===== config.mk =====
export PLATFORM = sky130hd
export DESIGN_NAME = metronome_pulse_with_button_rate
export DESIGN_NICKNAME = d
export VERILOG_FILES = /design/src/rtl/mpb_pkg.sv /design/src/rtl/mpb_beat.sv /design/src/rtl/mpb_tempo.sv /design/src/rtl/metronome_pulse_with_button_rate.sv
export SDC_FILE = /design/constraint.sdc
export NUM_CORES = 1
export LEC_CHECK = 0
export ABC_AREA = 1
export BUFFER_PORTS_ARGS = -buffer_cell sky130_fd_sc_hd__buf_2
export CAP_MARGIN = 10
export CORE_MARGIN = 2
export CORE_UTILIZATION = 35
export CTS_CLUSTER_DIAMETER = 60
export DETAILED_ROUTE_END_ITERATION = 16
export SETUP_SLACK_MARGIN = 0.5
export SLEW_MARGIN = 20
export SYNTH_ARGS = -nofsm -noshare
export SYNTH_HDL_FRONTEND = slang
export SYNTH_SLANG_ARGS = --single-unit
export TNS_END_PERCENT = 50

===== constraint.sdc =====
create_clock -name clk_i -period 8.3 [get_ports clk_i]
set_clock_uncertainty 0.2 [all_clocks]
set_input_delay 1.245 -clock clk_i [delete_from_list [all_inputs] [get_ports clk_i]]
set_output_delay 1.245 -clock clk_i [all_outputs]
set_load 0.02 [all_outputs]

===== src/rtl/mpb_pkg.sv =====
// Shared types and constants for the metronome pulse block.
// No dependencies; imported by every module of the block but the port-level checker.
`default_nettype none

package mpb_pkg;

  localparam int unsigned CfgIdxW  = 3;
  localparam int unsigned CfgDataW = 16;

  typedef enum logic [CfgIdxW-1:0] {
    CFG_MIN_TEMPO   = 3'd0,
    CFG_MAX_TEMPO   = 3'd1,
    CFG_START_TEMPO = 3'd2,
    CFG_SUB_PERIOD  = 3'd3,
    CFG_PULSE_ON    = 3'd4,
    CFG_REPEAT_INTV = 3'd5
  } cfg_idx_e;

  localparam logic [7:0]  MinTempoRst   = 8'd40;
  localparam logic [7:0]  MaxTempoRst   = 8'd240;
  localparam logic [7:0]  StartTempoRst = 8'd120;
  localparam logic [15:0] SubPeriodRst  = 16'd250;
  localparam logic [15:0] PulseOnRst    = 16'd100;
  localparam logic [9:0]  RepeatIntvRst = 10'd500;

  localparam logic [3:0] FastStepAfter = 4'd10;
  localparam logic [2:0] SlowStep      = 3'd1;
  localparam logic [2:0] FastStep      = 3'd5;

  typedef struct packed {
    logic [7:0]  min_tempo;
    logic [7:0]  max_tempo;
    logic [15:0] sub_period_ticks;
    logic [15:0] pulse_on_ticks;
    logic [9:0]  repeat_interval;
  } cfg_t;

  typedef struct packed {
    logic pulse;
    logic beat;
  } beat_stat_t;

endpackage

`default_nettype wire


===== src/rtl/mpb_beat.sv =====
// Two-stage beat counter and pulse level register.
// Depends on mpb_pkg for cfg_t and beat_stat_t.
`default_nettype none

module mpb_beat
  import mpb_pkg::*;
(
  input  wire logic       clk_i,
  input  wire logic       rst_ni,
  input  wire logic       en_i,
  input  wire cfg_t       cfg_i,
  input  wire logic [7:0] tempo_i,
  output beat_stat_t      stat_d_o
);

  logic [15:0] tick_q, tick_d;
  logic [7:0]  sub_q, sub_d;
  logic        pulse_q, pulse_d;
  logic        beat_d;

  logic [16:0]        next_tick;
  logic signed [10:0] target;
  logic signed [10:0] next_sub;

  always_comb begin
    next_tick = {1'b0, tick_q} + 17'd1;
    target    = $signed({3'b000, cfg_i.max_tempo}) + 11'sd1
              - $signed({3'b000, tempo_i});
    next_sub  = $signed({3'b000, sub_q}) + 11'sd1;
    tick_d    = tick_q;
    sub_d     = sub_q;
    pulse_d   = pulse_q;
    beat_d    = 1'b0;
    if (next_tick >= {1'b0, cfg_i.sub_period_ticks}) begin
      tick_d = '0;
      if (next_sub >= target) begin
        sub_d   = '0;
        pulse_d = 1'b1;
        beat_d  = 1'b1;
      end else begin
        sub_d = next_sub[7:0];
      end
    end else begin
      tick_d = next_tick[15:0];
      if (tick_d == cfg_i.pulse_on_ticks) begin
        pulse_d = 1'b0;
      end
    end
  end

  always_ff @(posedge clk_i or negedge rst_ni) begin
    if (!rst_ni) begin
      tick_q  <= '0;
      sub_q   <= '0;
      pulse_q <= 1'b0;
    end else if (en_i) begin
      tick_q  <= tick_d;
      sub_q   <= sub_d;
      pulse_q <= pulse_d;
    end
  end

  assign stat_d_o.pulse = pulse_d;
  assign stat_d_o.beat  = beat_d;

endmodule

`default_nettype wire


===== src/rtl/mpb_tempo.sv =====
// Tempo register with button auto-repeat and clamping.
// Depends on mpb_pkg for cfg_t and step constants.
`default_nettype none

module mpb_tempo
  import mpb_pkg::*;
(
  input  wire logic       clk_i,
  input  wire logic       rst_ni,
  input  wire logic       en_i,
  input  wire cfg_t       cfg_i,
  input  wire logic       up_i,
  input  wire logic       down_i,
  output logic [7:0]      tempo_q_o,
  output logic [7:0]      tempo_d_o
);

  logic [7:0] tempo_q, tempo_d;
  logic       active_q, active_d;
  logic [9:0] rep_q, rep_d;
  logic [3:0] step_q, step_d;

  logic [10:0]       next_rep;
  logic [2:0]        mag;
  logic signed [9:0] sum;

  always_comb begin
    active_d = active_q | (up_i ^ down_i);
    rep_d    = rep_q;
    step_d   = step_q;
    tempo_d  = tempo_q;
    next_rep = {1'b0, rep_q} + 11'd1;
    mag      = (step_q < FastStepAfter) ? SlowStep : FastStep;
    sum      = $signed({2'b00, tempo_q});
    if (active_d) begin
      if (next_rep >= {1'b0, cfg_i.repeat_interval}) begin
        rep_d = '0;
        if (up_i) begin
          sum = $signed({2'b00, tempo_q}) + $signed({7'd0, mag});
        end else if (down_i) begin
          sum = $signed({2'b00, tempo_q}) - $signed({7'd0, mag});
        end
        if (up_i || down_i) begin
          if (step_q < FastStepAfter) begin
            step_d = step_q + 4'd1;
          end
        end else begin
          active_d = 1'b0;
          step_d   = '0;
        end
        if (sum > $signed({2'b00, cfg_i.max_tempo})) begin
          tempo_d = cfg_i.max_tempo;
        end else if (sum < $signed({2'b00, cfg_i.min_tempo})) begin
          tempo_d = cfg_i.min_tempo;
        end else begin
          tempo_d = sum[7:0];
        end
      end else begin
        rep_d = next_rep[9:0];
      end
    end
  end

  always_ff @(posedge clk_i or negedge rst_ni) begin
    if (!rst_ni) begin
      tempo_q  <= StartTempoRst;
      active_q <= 1'b0;
      rep_q    <= '0;
      step_q   <= '0;
    end else if (en_i) begin
      tempo_q  <= tempo_d;
      active_q <= active_d;
      rep_q    <= rep_d;
      step_q   <= step_d;
    end
  end

  assign tempo_q_o = tempo_q;
  assign tempo_d_o = tempo_d;

endmodule

`default_nettype wire


===== src/rtl/metronome_pulse_with_button_rate.sv =====
// Top level of the metronome pulse generator with button tempo control.
// Depends on mpb_pkg, mpb_beat and mpb_tempo.
//
// Usage:
//  - Input channel (in_valid_i / in_stall_o): one transaction per 1 ms tick,
//    carrying the up and down button levels.
//  - Output channel (out_valid_o / out_stall_i): one transaction per tick with
//    the pulse pin level, current tempo and a beat start flag.
//  - Configuration: cfg_we_i writes register cfg_idx_i with cfg_wdata_i;
//    write only while idle. A start tempo write is accepted but reset always
//    reloads all registers, so the tempo returns to 120 at reset.
//  - Result: registered, it appears in the cycle after the input transaction.
//  - Throughput: one tick per cycle while the output is not stalled; all state
//    updates go through counter and compare logic into the result register.
//  - Reset: counters, pulse and repeat state clear, tempo loads 120 and the
//    configuration returns to its defaults; no result is pending.
//  - Stall: a pending result holds in the output register; a new tick is
//    taken only when that register is empty or being drained.
`default_nettype none

module metronome_pulse_with_button_rate
  import mpb_pkg::*;
(
  input  wire logic                clk_i,
  input  wire logic                rst_ni,
  input  wire logic                cfg_we_i,
  input  wire logic [CfgIdxW-1:0]  cfg_idx_i,
  input  wire logic [CfgDataW-1:0] cfg_wdata_i,
  input  wire logic                in_valid_i,
  output logic                     in_stall_o,
  input  wire logic                up_pressed_i,
  input  wire logic                down_pressed_i,
  output logic                     out_valid_o,
  input  wire logic                out_stall_i,
  output logic                     pulse_level_o,
  output logic [7:0]               tempo_o,
  output logic                     beat_start_o
);

  cfg_t       cfg_q;
  logic       accept;
  logic       out_valid_q;
  logic       pulse_q, beat_q;
  logic [7:0] tempo_out_q;
  logic [7:0] tempo_cur;
  logic [7:0] tempo_nxt;
  beat_stat_t beat_stat;

  always_ff @(posedge clk_i or negedge rst_ni) begin
    if (!rst_ni) begin
      cfg_q.min_tempo        <= MinTempoRst;
      cfg_q.max_tempo        <= MaxTempoRst;
      cfg_q.sub_period_ticks <= SubPeriodRst;
      cfg_q.pulse_on_ticks   <= PulseOnRst;
      cfg_q.repeat_interval  <= RepeatIntvRst;
    end else if (cfg_we_i) begin
      case (cfg_idx_i)
        CFG_MIN_TEMPO:   cfg_q.min_tempo        <= cfg_wdata_i[7:0];
        CFG_MAX_TEMPO:   cfg_q.max_tempo        <= cfg_wdata_i[7:0];
        CFG_START_TEMPO: ;
        CFG_SUB_PERIOD:  cfg_q.sub_period_ticks <= cfg_wdata_i;
        CFG_PULSE_ON:    cfg_q.pulse_on_ticks   <= cfg_wdata_i;
        CFG_REPEAT_INTV: cfg_q.repeat_interval  <= cfg_wdata_i[9:0];
        default: ;
      endcase
    end
  end

  assign in_stall_o = out_valid_q && out_stall_i;
  assign accept     = in_valid_i && !in_stall_o;

  mpb_beat u_beat (
    .clk_i    (clk_i),
    .rst_ni   (rst_ni),
    .en_i     (accept),
    .cfg_i    (cfg_q),
    .tempo_i  (tempo_cur),
    .stat_d_o (beat_stat)
  );

  mpb_tempo u_tempo (
    .clk_i     (clk_i),
    .rst_ni    (rst_ni),
    .en_i      (accept),
    .cfg_i     (cfg_q),
    .up_i      (up_pressed_i),
    .down_i    (down_pressed_i),
    .tempo_q_o (tempo_cur),
    .tempo_d_o (tempo_nxt)
  );

  always_ff @(posedge clk_i or negedge rst_ni) begin
    if (!rst_ni) begin
      out_valid_q <= 1'b0;
    end else if (accept) begin
      out_valid_q <= 1'b1;
    end else if (!out_stall_i) begin
      out_valid_q <= 1'b0;
    end
  end

  always_ff @(posedge clk_i) begin
    if (accept) begin
      pulse_q     <= beat_stat.pulse;
      beat_q      <= beat_stat.beat;
      tempo_out_q <= tempo_nxt;
    end
  end

  assign out_valid_o   = out_valid_q;
  assign pulse_level_o = pulse_q;
  assign beat_start_o  = beat_q;
  assign tempo_o       = tempo_out_q;

endmodule

`default_nettype wire


==> impl_metrics.tcl <==
set metrics [dict create \
    max_clock_freq_ghz 0.243 \
    n_antenna_cell 0 \
    power.leakage_nw 4.69 \
    layout-drive-gt1-share 0.117 \
    hold_path_class "flop to flop" \
    vias 6778 \
    post_drt_wl_per_cell_um 13.4 \
    ys_ff_latch 117 \
    endpoint_kind "flop" \
    period_needed_ns 4.12 \
    fillerInstances 2381 \
    power_density_nw_per_um2 337 \
    maxCapViolCount 0 \
    die-area_um2 24400 \
    hold_viol_final 0 \
    yosysSeqAreaShare 0.371 \
    cts_root_buf "clkbuf_16" \
    avgSynthCellArea_um2 7.49 \
    antenna_found_initial 0 \
    hold_ws_ns 0.280 \
    path_class "flop to flop" \
    drc_errors 0 \
    worst_pin_slew_ns 1.03 \
    final_core_util 0.403 \
    cts_tree "built" \
    die_w_um 156 \
    slew_headroom 0.313 \
    clkLatencyLatePin_ns 0.43 \
    syn_area_um2 8110 \
    drt_pass1_iterations 5 \
    peakVddDrop_mv 0.138 \
    ys_dominant_reg_cell "dfrtp_1" \
    grt_max_degree 62 \
    gr-usage-all-layers 0.165 \
    place_congestion 0.909 \
    yosys_warnings 0 \
    worstSetupStartpointType "flop" \
    maxSlewViolCount 0 \
    gr-total-overflow 0 \
    die_h_um 156 \
    clock_sinks 117 \
    critPathRequiredTime_ns 8.28 \
    grt_pass1_wl_mm 32.1 \
    fp.coreArea_um2 22700 \
    areaGrowthSynthToFinish_pct 12.7 \
    synthesis.instances 1083 \
    hpwl_mm 14.1 \
    mostFrequentLayoutCell "nand2_1" \
    synthArstFlopShare 0.915 \
    ys_types 49 \
    min_period_over_period 0.497 \
    ctsResizeCount 0 \
    initial_core_util 0.357 \
    rows 55 \
    crit_path_max_fanout 9 \
    grt_pass1_vias 6527 \
    status "complete, no violations" \
    clockBufferDepth 2 \
    clk_pin_slew_worst_paths_ns 0.06 \
    power_mw 3.08 \
    cts-hold-fix-buffers 0 \
    synth_edf_count 10 \
    numCtsBuffers 17 \
    htree_levels 4 \
    final_cell_mix "nand2_1 (296), inv_1 (163), o21ai_0 (89), nand3_1 (84), dfrtp_1 (82)" \
    cp.arrival_ns 4.10 \
    syn_nets 1179 \
    wl_mm 18.9 \
    tns_ns 0 \
    rsz0062_at_grt "false" \
    final_nets 1212 \
    vias_per_cell 4.79 \
    num_io_pins 38 \
    port_buffers 37 \
    post_cts_buffers 0 \
    ant_nets 0 \
    drt-initial-drc-count 518 \
    setup_viol 0 \
]
worst max-delay path, cell delays in order, from the launching register on:
cell and delay [ns]:
dfrtp_1 0.47, ha_1 0.35, inv_1 0.06, fa_1 0.43, o21ai_0 0.40, a21oi_1 0.12
o21ai_0 0.22, xnor2_1 0.16, ha_1 0.27, a21o_1 0.19, nor2_1 0.10, nand2_1 0.06
nand2_1 0.05, nand3b_1 0.07, nand2_1 0.06, nand2_1 0.07, a21boi_2 0.38, or2_2 0.19
inv_1 0.03
power by group:
| part | internal, mW | switching, mW |
|---|---|---|
| registers | 0.756 | 0.133 |
| clock network | 0.454 | 0.285 |
| logic | 0.536 | 0.917 |
| total | 1.75 | 1.33 |
path summary, 6_finish.rpt:
kind,start,end,slack [ns],cells after the start
worst min-delay path,cfg_q[34],cfg_q[34],0.28,2
worst min register to register,cfg_q[34],cfg_q[34],0.28,2
worst max register to register,cfg_q[42],beat_start_o,4.18,18
worst max-delay path,cfg_q[42],beat_start_o,4.18,18
min in group asynchronous,rst_ni,cfg_q[38],0.63,1
max in group asynchronous,rst_ni,u_tempo.tempo_q_o[7],6.04,2
synth_stat cells (2+ instances only):
cell type	n	share of area
nor2_4	2	0.0028
nand3_1	84	0.052
xnor3_1	3	0.0083
nand3b_1	8	0.0074
nor3_1	9	0.0056
o21ai_1	15	0.0093
nand2_2	6	0.0046
nand3_2	4	0.0049
clkbuf_1	16	0.0074
buf_2	4	0.0025
o21ai_2	2	0.0022
a21oi_1	29	0.018
dfrtp_1	82	0.25
nor2_1	63	0.029
a21o_1	3	0.0028
o21a_1	2	0.0019
buf_1	2	0.00093
dfstp_2	25	0.081
inv_1	163	0.075
ha_1	69	0.11
nand2_1	296	0.14
nand4_1	19	0.015
xnor2_1	8	0.0086
or2_2	4	0.0031
xor2_1	31	0.033
inv_2	6	0.0028
o21ai_0	89	0.055
a31oi_1	2	0.0015
nor2_2	4	0.0031
edfxtp_1	10	0.037
nand2_4	2	0.0028
o211ai_1	3	0.0028
nor3b_1	2	0.0019
flip-flops by register name, summed over array words and instances, names as in the netlist:
signal and count:
u_tempo.active_q 1, u_beat.tick_q 16, u_tempo.rep_q 10, pulse_level_o 1, u_tempo.step_q 4, u_beat.sub_q 8, u_beat.pulse_q 1, tempo_o 8
cfg_q 58, beat_start_o 1, u_tempo.tempo_q_o 8, out_valid_o 1
metrics by stage:
stage | cell area [µm²] | setup slack, ns | cells
after floorplan | 8110 | 4.58 | 1083
after global placement | 8550 | 3.88 | 1382
after detailed placement | 8550 | 3.79 | 1382
after CTS | 9140 | 4.16 | 1414
after global routing | 9140 | 3.84 | 1414
final | 9140 | 4.18 | 1414
layer usage:
metal | part of all wire | track usage | vias to the layer above
met5 | 0 | 0 | -
met2 | 0.45 | 0.266 | 95
li1 | - | - | 3541
met4 | 0.015 | 0.0498 | 0
met1 | 0.50 | 0.226 | 3121
met3 | 0.030 | 0.0316 | 21
cell families after synthesis:
family                     synth area share
buffers and inverters                0.0950
xor gates and xnor gates             0.0504
and+or+nand+nor                       0.275
AOI/OAI and AO/OA                    0.0992
DFF                                   0.371
adders and majority gates             0.109
layout make-up:
class,instances,area [µm²],area share
multi-input cells,769,4330,0.474
flip-flops and latches,117,3010,0.329
inverters,172,649,0.0710
clock buffers,19,443,0.0485
well taps,285,357,0.0390
repair buffers,39,203,0.0222
clock inverters,13,148,0.0162
(Power assumes the default switching activity.)
